[config.mk]
export PLATFORM = sky130hd
export DESIGN_NAME = keypad_code_lock_controller_core
export DESIGN_NICKNAME = d
export VERILOG_FILES = /design/src/rtl/kclc_pkg.sv /design/src/rtl/kclc_csr_regs.sv /design/src/rtl/kclc_lock_state.sv /design/src/rtl/keypad_code_lock_controller_core.sv
export SDC_FILE = /design/constraint.sdc
export NUM_CORES = 1
export LEC_CHECK = 0
export ABC_AREA = 1
export ABC_CLOCK_PERIOD_IN_PS = 4500
export BUFFER_PORTS_ARGS = -buffer_cell sky130_fd_sc_hd__buf_2
export CORE_MARGIN = 8
export CORE_UTILIZATION = 60
export DETAILED_ROUTE_END_ITERATION = 12
export PLACE_DENSITY = 0.8
export SYNTH_ARGS = -nofsm -noshare
export SYNTH_HDL_FRONTEND = slang
export SYNTH_SLANG_ARGS = --single-unit
[constraint.sdc]
create_clock -name clock -period 4.5 [get_ports clock]
set_input_delay 0.45 -clock clock [delete_from_list [all_inputs] [get_ports clock]]
set_output_delay 0.45 -clock clock [all_outputs]
set_load 0.1 [all_outputs]
[src/rtl/kclc_pkg.sv]
`timescale 1ns / 1ps

package kclc_pkg;

   // Command codes carried in the cmd field.
   localparam logic [1:0] CMD_KEY    = 2'd0;
   localparam logic [1:0] CMD_TICK   = 2'd1;
   localparam logic [1:0] CMD_SENSOR = 2'd2;

   // Key codes above the digits.
   localparam logic [3:0] KEY_LAST_DIGIT = 4'd9;
   localparam logic [3:0] KEY_CONFIRM    = 4'd10;
   localparam logic [3:0] KEY_SETTINGS   = 4'd11;
   localparam logic [3:0] KEY_EXIT       = 4'd12;
   localparam logic [3:0] KEY_FACTORY    = 4'd13;

   localparam logic [3:0] DIGIT_BLANK = 4'd10;
   localparam int         SHOWN_DIGITS = 6;

   // Configuration register indexes.
   localparam int        CSR_INDEX_W = 3;
   localparam int        CSR_DATA_W  = 16;
   localparam logic [CSR_INDEX_W-1:0] CSR_RELAY_HOLD  = 3'd0;
   localparam logic [CSR_INDEX_W-1:0] CSR_BUZZER_HOLD = 3'd1;
   localparam logic [CSR_INDEX_W-1:0] CSR_MAX_FAIL    = 3'd2;
   localparam logic [CSR_INDEX_W-1:0] CSR_NEAR_THRESH = 3'd3;
   localparam logic [CSR_INDEX_W-1:0] CSR_DAY_START   = 3'd4;
   localparam logic [CSR_INDEX_W-1:0] CSR_DAY_END     = 3'd5;

   typedef struct packed {
      logic [15:0] relay_hold_ms;
      logic [15:0] buzzer_hold_ms;
      logic [2:0]  max_failures;
      logic [9:0]  near_threshold_cm;
      logic [4:0]  day_start_hour;
      logic [4:0]  day_end_hour;
   } cfg_type;

   typedef struct packed {
      logic [1:0] cmd;
      logic [3:0] key;
      logic [4:0] hour;
      logic [9:0] distance_cm;
   } req_payload_type;

   typedef struct packed {
      logic        relay_on;
      logic        buzzer_on;
      logic        in_settings;
      logic        new_code_armed;
      logic [2:0]  digits_entered;
      logic [23:0] entered_code;
      logic        code_saved;
      logic [23:0] stored_code;
   } rsp_payload_type;

endpackage

[src/rtl/kclc_csr_regs.sv]
`timescale 1ns / 1ps

module kclc_csr_regs (
   input  logic                             clock,
   input  logic                             reset,
   input  logic                             csr_we,
   input  logic [kclc_pkg::CSR_INDEX_W-1:0] csr_index,
   input  logic [kclc_pkg::CSR_DATA_W-1:0]  csr_wdata,
   output kclc_pkg::cfg_type                cfg
);
   import kclc_pkg::*;

   cfg_type cfg_ff;
   cfg_type cfg_in;

   always_comb begin
      cfg_in = cfg_ff;
      if (csr_we) begin
         case (csr_index)
            CSR_RELAY_HOLD:  cfg_in.relay_hold_ms     = csr_wdata;
            CSR_BUZZER_HOLD: cfg_in.buzzer_hold_ms    = csr_wdata;
            CSR_MAX_FAIL:    cfg_in.max_failures      = csr_wdata[2:0];
            CSR_NEAR_THRESH: cfg_in.near_threshold_cm = csr_wdata[9:0];
            CSR_DAY_START:   cfg_in.day_start_hour    = csr_wdata[4:0];
            CSR_DAY_END:     cfg_in.day_end_hour      = csr_wdata[4:0];
            default:         cfg_in = cfg_ff;
         endcase
      end
   end

   always_ff @(posedge clock) begin
      if (reset) begin
         cfg_ff.relay_hold_ms     <= 16'd5000;
         cfg_ff.buzzer_hold_ms    <= 16'd3000;
         cfg_ff.max_failures      <= 3'd3;
         cfg_ff.near_threshold_cm <= 10'd30;
         cfg_ff.day_start_hour    <= 5'd7;
         cfg_ff.day_end_hour      <= 5'd22;
      end else begin
         cfg_ff <= cfg_in;
      end
   end

   assign cfg = cfg_ff;

endmodule

[src/rtl/kclc_lock_state.sv]
`timescale 1ns / 1ps

module kclc_lock_state #(
   parameter int CODE_LEN = 6
) (
   input  logic                      clock,
   input  logic                      reset,
   input  logic                      step,
   input  kclc_pkg::req_payload_type req,
   input  kclc_pkg::cfg_type         cfg,
   output kclc_pkg::rsp_payload_type result
);
   import kclc_pkg::*;

   localparam int CntW = $clog2(CODE_LEN + 1);

   logic [3:0]      code_ff [CODE_LEN];
   logic [3:0]      code_in [CODE_LEN];
   logic [3:0]      entry_ff [CODE_LEN];
   logic [3:0]      entry_in [CODE_LEN];
   logic [3:0]      factory_digits [CODE_LEN];
   logic [CntW-1:0] cnt_ff, cnt_in;
   logic [2:0]      fail_ff, fail_in, fail_inc;
   logic            settings_ff, settings_in;
   logic            armed_ff, armed_in;
   logic            relay_ff, relay_in;
   logic            buzzer_ff, buzzer_in;
   logic [15:0]     relay_tmr_ff, relay_tmr_in, relay_tmr_inc;
   logic [15:0]     buzzer_tmr_ff, buzzer_tmr_in, buzzer_tmr_inc;
   logic            saved;
   logic            code_match;
   logic            is_digit;
   logic [7:0]      cnt_wide;
   logic [3:0]      entry_shown [SHOWN_DIGITS];
   logic [3:0]      code_shown [SHOWN_DIGITS];

   always_comb begin
      for (int k = 0; k < CODE_LEN; k++) begin
         factory_digits[k] = 4'((CODE_LEN - k) % 10);
      end
   end

   always_comb begin
      code_match = 1'b1;
      for (int k = 0; k < CODE_LEN; k++) begin
         if (entry_ff[k] != code_ff[k]) begin
            code_match = 1'b0;
         end
      end
   end

   assign is_digit       = (req.key <= KEY_LAST_DIGIT);
   assign fail_inc       = fail_ff + 3'd1;
   assign relay_tmr_inc  = relay_tmr_ff + 16'd1;
   assign buzzer_tmr_inc = buzzer_tmr_ff + 16'd1;

   always_comb begin
      code_in       = code_ff;
      entry_in      = entry_ff;
      cnt_in        = cnt_ff;
      fail_in       = fail_ff;
      settings_in   = settings_ff;
      armed_in      = armed_ff;
      relay_in      = relay_ff;
      buzzer_in     = buzzer_ff;
      relay_tmr_in  = relay_tmr_ff;
      buzzer_tmr_in = buzzer_tmr_ff;
      saved         = 1'b0;

      case (req.cmd)
         CMD_KEY: begin
            if (is_digit) begin
               if (cnt_ff < CntW'(CODE_LEN)) begin
                  for (int k = 0; k < CODE_LEN; k++) begin
                     if (cnt_ff == CntW'(k)) begin
                        entry_in[k] = req.key;
                     end
                  end
                  cnt_in = cnt_ff + CntW'(1);
               end
            end else begin
               case (req.key)
                  KEY_CONFIRM: begin
                     if (settings_ff && armed_ff) begin
                        code_in     = entry_ff;
                        settings_in = 1'b0;
                        armed_in    = 1'b0;
                        saved       = 1'b1;
                     end else if (code_match) begin
                        fail_in = 3'd0;
                        if (settings_ff) begin
                           armed_in = 1'b1;
                        end else begin
                           relay_in = 1'b1;
                        end
                     end else if (fail_inc >= cfg.max_failures) begin
                        // A limit of zero behaves like a limit of one.
                        fail_in   = 3'd0;
                        buzzer_in = 1'b1;
                     end else begin
                        fail_in = fail_inc;
                     end
                     for (int k = 0; k < CODE_LEN; k++) entry_in[k] = DIGIT_BLANK;
                     cnt_in = '0;
                  end
                  KEY_SETTINGS: begin
                     settings_in = 1'b1;
                     for (int k = 0; k < CODE_LEN; k++) entry_in[k] = DIGIT_BLANK;
                     cnt_in = '0;
                  end
                  KEY_EXIT: begin
                     if (settings_ff) begin
                        settings_in = 1'b0;
                        armed_in    = 1'b0;
                        for (int k = 0; k < CODE_LEN; k++) entry_in[k] = DIGIT_BLANK;
                        cnt_in = '0;
                     end
                  end
                  KEY_FACTORY: begin
                     code_in = factory_digits;
                     saved   = 1'b1;
                  end
                  default: begin
                     saved = 1'b0;
                  end
               endcase
            end
         end
         CMD_TICK: begin
            // A running timer that reaches its hold time switches its device off.
            if (relay_ff) begin
               if (relay_tmr_inc >= cfg.relay_hold_ms) begin
                  relay_tmr_in = 16'd0;
                  relay_in     = 1'b0;
               end else begin
                  relay_tmr_in = relay_tmr_inc;
               end
            end else begin
               relay_tmr_in = 16'd0;
            end
            if (buzzer_ff) begin
               if (buzzer_tmr_inc >= cfg.buzzer_hold_ms) begin
                  buzzer_tmr_in = 16'd0;
                  buzzer_in     = 1'b0;
               end else begin
                  buzzer_tmr_in = buzzer_tmr_inc;
               end
            end else begin
               buzzer_tmr_in = 16'd0;
            end
         end
         CMD_SENSOR: begin
            if ((req.hour >= cfg.day_start_hour) && (req.hour < cfg.day_end_hour) &&
                (req.distance_cm < cfg.near_threshold_cm)) begin
               relay_in = 1'b1;
            end
         end
         default: begin
            saved = 1'b0;
         end
      endcase
   end

   always_ff @(posedge clock) begin
      if (reset) begin
         code_ff <= factory_digits;
         for (int k = 0; k < CODE_LEN; k++) entry_ff[k] <= DIGIT_BLANK;
         cnt_ff        <= '0;
         fail_ff       <= 3'd0;
         settings_ff   <= 1'b0;
         armed_ff      <= 1'b0;
         relay_ff      <= 1'b0;
         buzzer_ff     <= 1'b0;
         relay_tmr_ff  <= 16'd0;
         buzzer_tmr_ff <= 16'd0;
      end else if (step) begin
         code_ff       <= code_in;
         entry_ff      <= entry_in;
         cnt_ff        <= cnt_in;
         fail_ff       <= fail_in;
         settings_ff   <= settings_in;
         armed_ff      <= armed_in;
         relay_ff      <= relay_in;
         buzzer_ff     <= buzzer_in;
         relay_tmr_ff  <= relay_tmr_in;
         buzzer_tmr_ff <= buzzer_tmr_in;
      end
   end

   // Positions past the code length show as blank in the entry and zero in the code.
   for (genvar k = 0; k < SHOWN_DIGITS; k++) begin : g_shown
      if (k < CODE_LEN) begin : g_real
         assign entry_shown[k] = entry_in[k];
         assign code_shown[k]  = code_in[k];
      end else begin : g_pad
         assign entry_shown[k] = DIGIT_BLANK;
         assign code_shown[k]  = 4'd0;
      end
   end

   assign cnt_wide = 8'(cnt_in);

   always_comb begin
      result.relay_on       = relay_in;
      result.buzzer_on      = buzzer_in;
      result.in_settings    = settings_in;
      result.new_code_armed = armed_in;
      result.digits_entered = (cnt_wide > 8'd7) ? 3'd7 : cnt_wide[2:0];
      result.code_saved     = saved;
      for (int k = 0; k < SHOWN_DIGITS; k++) begin
         result.entered_code[23-4*k -: 4] = entry_shown[k];
         result.stored_code[23-4*k -: 4]  = code_shown[k];
      end
   end

   // The armed flag only lives inside the settings menu.
   a_armed_in_settings: assert property (@(posedge clock) disable iff (reset)
      armed_ff |-> settings_ff)
      else $error("armed flag set outside settings mode");

   // An idle device keeps its timer at zero, so a new trigger starts a full hold.
   a_relay_timer_idle: assert property (@(posedge clock) disable iff (reset)
      !relay_ff |-> (relay_tmr_ff == 16'd0))
      else $error("relay timer running while relay is off");

   a_buzzer_timer_idle: assert property (@(posedge clock) disable iff (reset)
      !buzzer_ff |-> (buzzer_tmr_ff == 16'd0))
      else $error("buzzer timer running while buzzer is off");

   a_tick_keeps_entry: assert property (@(posedge clock) disable iff (reset)
      (step && (req.cmd == CMD_TICK)) |=> $stable(cnt_ff) && $stable(settings_ff))
      else $error("tick beat changed the entry or the mode");

endmodule

[src/rtl/keypad_code_lock_controller_core.sv]
`timescale 1ns / 1ps
// Channel   Direction  Beat contents
// req_*     in         cmd, key, hour, distance_cm
// rsp_*     out        relay, buzzer, menu flags, entry and stored code, save pulse
// csr_*     in         register write: index, 16-bit data, no read-back
//
// A beat is decided as it leaves the input register, by a single pass of the lock logic
// (one parallel code compare, timer add and compare). One beat per cycle is sustained
// while rsp_ready is high; a beat passes the input register and then the result
// register to rsp_valid. Synchronous active-high reset restores the factory code,
// the register defaults and clears both stages. A stalled result holds in its register
// while the input register keeps one more beat; req_ready drops only when both are full.

module keypad_code_lock_controller_core #(
   parameter int CODE_LEN = 6
) (
   input  logic                             clock,
   input  logic                             reset,
   input  logic                             req_valid,
   output logic                             req_ready,
   input  kclc_pkg::req_payload_type        req_payload,
   output logic                             rsp_valid,
   input  logic                             rsp_ready,
   output kclc_pkg::rsp_payload_type        rsp_payload,
   input  logic                             csr_we,
   input  logic [kclc_pkg::CSR_INDEX_W-1:0] csr_index,
   input  logic [kclc_pkg::CSR_DATA_W-1:0]  csr_wdata
);
   import kclc_pkg::*;

   cfg_type         cfg;
   req_payload_type in_data_ff;
   logic            in_valid_ff;
   rsp_payload_type rsp_data_ff;
   rsp_payload_type next_result;
   logic            rsp_valid_ff;
   logic            advance;

   // A beat moves from the input register into the result register when the
   // result register is empty or being drained.
   assign advance   = in_valid_ff && (!rsp_valid_ff || rsp_ready);
   assign req_ready = !in_valid_ff || advance;

   always_ff @(posedge clock) begin
      if (reset) begin
         in_valid_ff  <= 1'b0;
         rsp_valid_ff <= 1'b0;
      end else begin
         if (req_ready) begin
            in_valid_ff <= req_valid;
         end
         if (advance) begin
            rsp_valid_ff <= 1'b1;
         end else if (rsp_ready) begin
            rsp_valid_ff <= 1'b0;
         end
      end
   end

   always_ff @(posedge clock) begin
      if (req_ready && req_valid) begin
         in_data_ff <= req_payload;
      end
      if (advance) begin
         rsp_data_ff <= next_result;
      end
   end

   kclc_csr_regs u_csr (
      .clock     (clock),
      .reset     (reset),
      .csr_we    (csr_we),
      .csr_index (csr_index),
      .csr_wdata (csr_wdata),
      .cfg       (cfg)
   );

   kclc_lock_state #(
      .CODE_LEN (CODE_LEN)
   ) u_state (
      .clock  (clock),
      .reset  (reset),
      .step   (advance),
      .req    (in_data_ff),
      .cfg    (cfg),
      .result (next_result)
   );

   assign rsp_valid   = rsp_valid_ff;
   assign rsp_payload = rsp_data_ff;

endmodule
# After elaboration in Yosys (flattened, before gate mapping)
# Cells that the tools add are included.
[totals]
register_bits = 224
input_bits = 45
output_inout_bits = 58
wordCells = 165
[op_classes]
n_addsub = 4
order_cmp = 9
eq_ne = 22
mux = 64
bitwise = 3
n_reduce_logical = 23
[op_table]
columns = ["op", "count"]
rows = [
  ["two-way mux 24 bit", 7],
  ["one-hot mux 24 bit (2 select lines)", 2],
  ["two-way mux 16 bit", 4],
  ["two-way mux 1 bit", 33],
  ["adder 16 x 1 -> 16 bit (second input constant)", 2],
  ["greater-or-equal comparator 16 bit", 2],
  ["two-way mux 4 bit", 6],
  ["!= test 4 bit", 6],
  ["two-way mux 3 bit", 6],
  ["equality test 4 bit (second input constant)", 4],
  ["AND reduction 2 bit", 7],
  ["equality test 3 x 2 -> 1 bit (second input constant)", 4],
  ["equality test 3 bit (second input constant)", 4],
  ["< comparator 10 bit", 1],
  ["adder 3 x 1 -> 3 bit (second input constant)", 2],
  ["equality test 3 x 1 -> 1 bit (second input constant)", 2],
  ["zero test 3 bit", 2],
  ["one-hot mux 1 bit (2 select lines)", 3],
  ["one-hot mux 1 bit (3 select lines)", 2],
  ["one-hot mux 3 bit (2 select lines)", 1],
  ["greater-or-equal comparator 5 bit", 1],
  ["logical AND 1 bit", 5],
  ["< comparator 5 bit", 1],
  ["AND reduction 5 bit", 1],
  ["12 further kinds", 17],
]

# Logic depth before layout (Yosys ltp)
[logic_depth]
depth_word = 12
depth_mapped = 19
ltp_nobuf = 18

# Modules after synthesis
# Synthesis repeated with hierarchy kept, for this count alone.
[hier_totals]
hier_cells = 1441
hier_area_um2 = 11529.8
[by_module_without_submodules]
columns = ["mod", "n_inst", "cells_each", "area_each_um2", "seq_area_each_um2"]
rows = [
  ["kclc_lock_state", 1, 1044, 6962.9, 1801.7],
  ["keypad_code_lock_controller_core", 1, 89, 2403.6, 2352.3],
  ["kclc_csr_regs", 1, 308, 2163.3, 1101.1],
]

# Worst setup path before layout
# No wires, ideal clock.
[synth_path]
path_type = "flip-flop to flip-flop"
from = "reg rsp_valid_ff, in the netlist rsp_valid"
to = "reg rsp_data_ff (netlist bit rsp_payload[0]), enable pin"
setup_ns = 0.442
t_arrival_ns = 3.160
required_ns = 4.058
setup_slack_ns = 0.898
stages_incl_launch_ff = 6
path_buffers = 2
synth_period_minus_slack_ns = 3.602
path_cell_list = "dfxtp_1 > nand2_1 > nand2_1 > inv_1 > clkbuf_1 > buf_1"
[synth_via]
elab_chain_cells = 3
[synth_lines]
columns = ["element", "line", "rtl"]
rows = [
  ["start: declaration", "keypad_code_lock_controller_core.sv:36", "logic rsp_valid_ff;"],
  ["start signal: assignment", "keypad_code_lock_controller_core.sv:47", "rsp_valid_ff <= 1'b0;"],
  ["start signal: assignment", "keypad_code_lock_controller_core.sv:53", "rsp_valid_ff <= 1'b1;"],
  ["start signal: assignment", "keypad_code_lock_controller_core.sv:55", "rsp_valid_ff <= 1'b0;"],
  ["zero test 1 bit", "keypad_code_lock_controller_core.sv:41", "assign advance = in_valid_ff && (!rsp_valid_ff || rsp_ready);"],
  ["logical OR 1 bit", "keypad_code_lock_controller_core.sv:41", ""],
  ["logical AND 1 bit", "keypad_code_lock_controller_core.sv:41", ""],
  ["named net advance", "keypad_code_lock_controller_core.sv:37", "logic advance;"],
  ["end signal: assignment", "keypad_code_lock_controller_core.sv:65", "rsp_data_ff <= next_result;"],
  ["end: declaration", "keypad_code_lock_controller_core.sv:34", "rsp_payload_type rsp_data_ff;"],
]
# The timed path passes the listed nets, and every way through them passes these cells.
# A chain may end at the register's enable or synchronous reset.

# Worst setup path after layout
[layout_path]
from = "reg u_state.relay_tmr_ff[0]"
to = "reg u_state.relay_tmr_ff[11]"
[layout_via]
elab_chain_cells = 4
[layout_lines]
columns = ["element", "line", "rtl"]
rows = [
  ["start: declaration", "kclc_lock_state.sv:28", "logic [15:0] relay_tmr_ff, relay_tmr_in, relay_tmr_inc;"],
  ["start signal: assignment", "kclc_lock_state.sv:185", "relay_tmr_ff <= relay_tmr_in;"],
  ["adder 16 x 1 -> 16 bit (*)", "kclc_lock_state.sv:54", "assign relay_tmr_inc = relay_tmr_ff + 16'd1;"],
  ["greater-or-equal comparator 16 bit", "kclc_lock_state.sv:132", "if (relay_tmr_inc >= cfg.relay_hold_ms) begin"],
  ["two-way mux 16 bit (*)", "kclc_lock_state.sv:132", ""],
  ["two-way mux 16 bit (*)", "kclc_lock_state.sv:131", "if (relay_ff) begin"],
]
# Mark *: on every way between the ends. The rest lies on a longest branch, timed or not.

==> metrics <==
detail-routed via count per cell 5.55; ant diodes 0; largest net degree at the start of global routing 84; Slew Viols, Final 0; initial DRC count 584; critical-path cell list ha_1 -> nand2_1 -> nor2_1 -> nand3_1 -> nor2_1 -> nand2_1 -> nor3_2 -> xor2_1 -> ha_1 -> o21ai_0 -> a21boi_0 -> nor3_1 -> nand2_1 -> nor2_1 -> buf_4 -> nand2_1 -> a21oi_1; Crit path largest cell delay approximately 380 ps; clock network fraction of total power 0.428; setup TNS 0 ps; Worst Path Arrival 3490 ps; Post-synth EDFFs 77; leakage 5.48 nW; drt wl/cell 15.7 microns; Synth Flop Type dfxtp_1; Root Driver clkbuf_16; Switch Pwr 0.00129 W; Final setup viols 0; met1 Usage GRT 0.274; kind of critical path reg2reg; Die Wd between 150 and 200 microns; Top delay family on crit path simple AND/OR/NAND/NOR gates; IO Pins between 100 and 150; Pint 0.00364 W; worst hold slack approximately 110 ps; grt peak-use layer met2; Yosys cell types 50; post-route cell area between 10000 and 15000 sq um; syn_nets 1455; DRT Wirelength 26.5 mm; unrepaired setup endpoints after global routing no; GRT Total Usage 0.223; met3 Use GR 0.0381; f_max 326 MHz; initial antenna violation count 0; core area around 19000 sq um; die area about 23000 sq um; Mapped Area ~11000 sq um; hold-fix buffers at CTS 0; synth top area cells dfxtp_1 (26%), edfxtp_1 (21%), nand2_1 (8.5%), a21oi_1 (7.2%), ha_1 (6.8%); Post-DP Area 11900 sq um; Sequential Power Share 0.453; Seq/Total Area, Yosys 0.467; crit end category flop; Inserted Clock Buffers 24; vias in the first global route around 9000; # rows 50; FF-to-FF setup slack 1440 ps; Final Wtd Congestion just over 0.9; first-pass GRT wire length 43.7 mm; H-tree Lvls 1; detailed placement HPWL 18.6 mm; Async SR Flop Fraction 0; Net Sw Frac 0.262; die height 153 microns; post-CTS setup buffers 0; min Tclk post-route 3060 ps; Fin. Hold Viols 0; Worst Tran Pin Value 1000 ps; Worst EP required 4920 ps; Max-slew headroom 0.331; drt pass-1 iters 5; final antenna-violating net count 0; CP bufs+invs 1; clk_skew 17.9 ps; GR Util met2 0.393; synth warn 0; Max VDD drop about 0.3 mV; worst skew pair latency 520 ps; layout overhead on the synthesized area 13.1%; maxcap violations 0; power density over the cells 387 nW/um^2; register bit total from synthesis 224; Worst-path clk slew 60 ps; Worst setup SP type flop; share of cells above drive strength 1 0.131; most common cell after layout, fill and taps aside nand2_1; Final nets between 1500 and 2000; commonest non-fill, non-tap cells in the layout nand2_1 (253), inv_1 (192), a21oi_1 (162); Logic pwr share 0.119; Synth top area share 0.261; Synth area leader dfxtp_1; crit-path max FO 16; slowest CP cell dfxtp_1; Hold WC Path Type in2reg; routed vias 9361; syn avg cell area 8.34 sq um; DRC 0; Final period util 0.681; input/output buffers approximately 100; CTS tree done; CTS Buffer Depth 3; Initial Util 0.606; outcome completed; PostCTS Resize Cnt 0; Cells after Synth 1349; # clock sinks about 220; CP most frequent cell nand2_1; grt total ovfl 0
[metal layers]
layer,up-vias,routed length [microns]
li1,4692,-
met1,4322,11300
met2,300,12900
met3,47,1560
met4,0,706
met5,-,0
[logic make-up (layout without fill, tap and decap cells)]
group                    count (synthesis)  after routing  synth area share
flip-flops                             224            224             0.467
XOR/XNOR                                45             45            0.0350
AND/OR/NAND/NOR                        436            436             0.172
AO/OA/AOI/OAI                          335            335             0.171
adder cells (fa/ha/maj)                 61             61            0.0678
buffers and inverters                  248            352            0.0876
[metrics by stage]
stage / setup slack [ps] / utilization / total power (W) / cells
3_3_place_gp: 1640 / 0.639 / 0.00284 / 1643
3_5_place_dp: 1490 / 0.639 / 0.00286 / 1643
6_report: 1440 / 0.685 / 0.00493 / 1687
4_1_cts: 1460 / 0.685 / 0.00496 / 1687
2_1_floorplan: 898 / - / 0.00272 / 1349
5_1_grt: 1140 / 0.685 / 0.00510 / 1687
[path summary, 6_finish.rpt]
check                             endpoint  cells after the start                    start
hold reg to reg              u_csr.cfg[37]                      2            u_csr.cfg[37]
setup / recovery  u_state.relay_tmr_ff[11]                     17  u_state.relay_tmr_ff[0]
hold / removal              in_data_ff[10]                      1          req_payload[10]
setup reg to reg  u_state.relay_tmr_ff[11]                     17  u_state.relay_tmr_ff[0]
[flip-flops by register name, summed over array words and instances, names as in the netlist, 3 cells and up]
register               count
u_state.code_ff           24
u_state.cnt_ff             3
rsp_payload               56
u_state.fail_ff            3
u_state.entry_ff          24
u_state.buzzer_tmr_ff     16
in_data_ff                21
u_state.relay_tmr_ff      16
u_csr.cfg                 55
[cell usage after synthesis, types with 7 or more instances]
master,n
a211oi_1,7
a21oi_1,162
clkbuf_1,34
dfxtp_1,147
edfxtp_1,77
ha_1,61
inv_1,193
nand2_1,254
nand3_1,28
nand4_1,28
nor2_1,82
nor3_1,14
o211ai_1,32
o21ai_0,91
o21ai_1,11
o22ai_2,7
xnor2_1,24
xor2_1,21
[cell type report]
cell class	count	area, sq um
timing repair buffer	108	556
clock buffer	35	704
clock inverter	9	151
tap	234	293
sequential	224	5260
fill	1480	5840
multi-input combinational	877	5020
inverter	200	758
[power groups by stage]
stage	logic [W]	clock network [W]	registers, W
after floorplan	0.000280	0	0.00244
after global placement	0.000571	0	0.00227
after detailed placement	0.000582	0	0.00228
after CTS	0.000587	0.00214	0.00223
after global routing	0.000637	0.00222	0.00224
final	0.000588	0.00211	0.00223
Power figures use the tool's default switching activity.
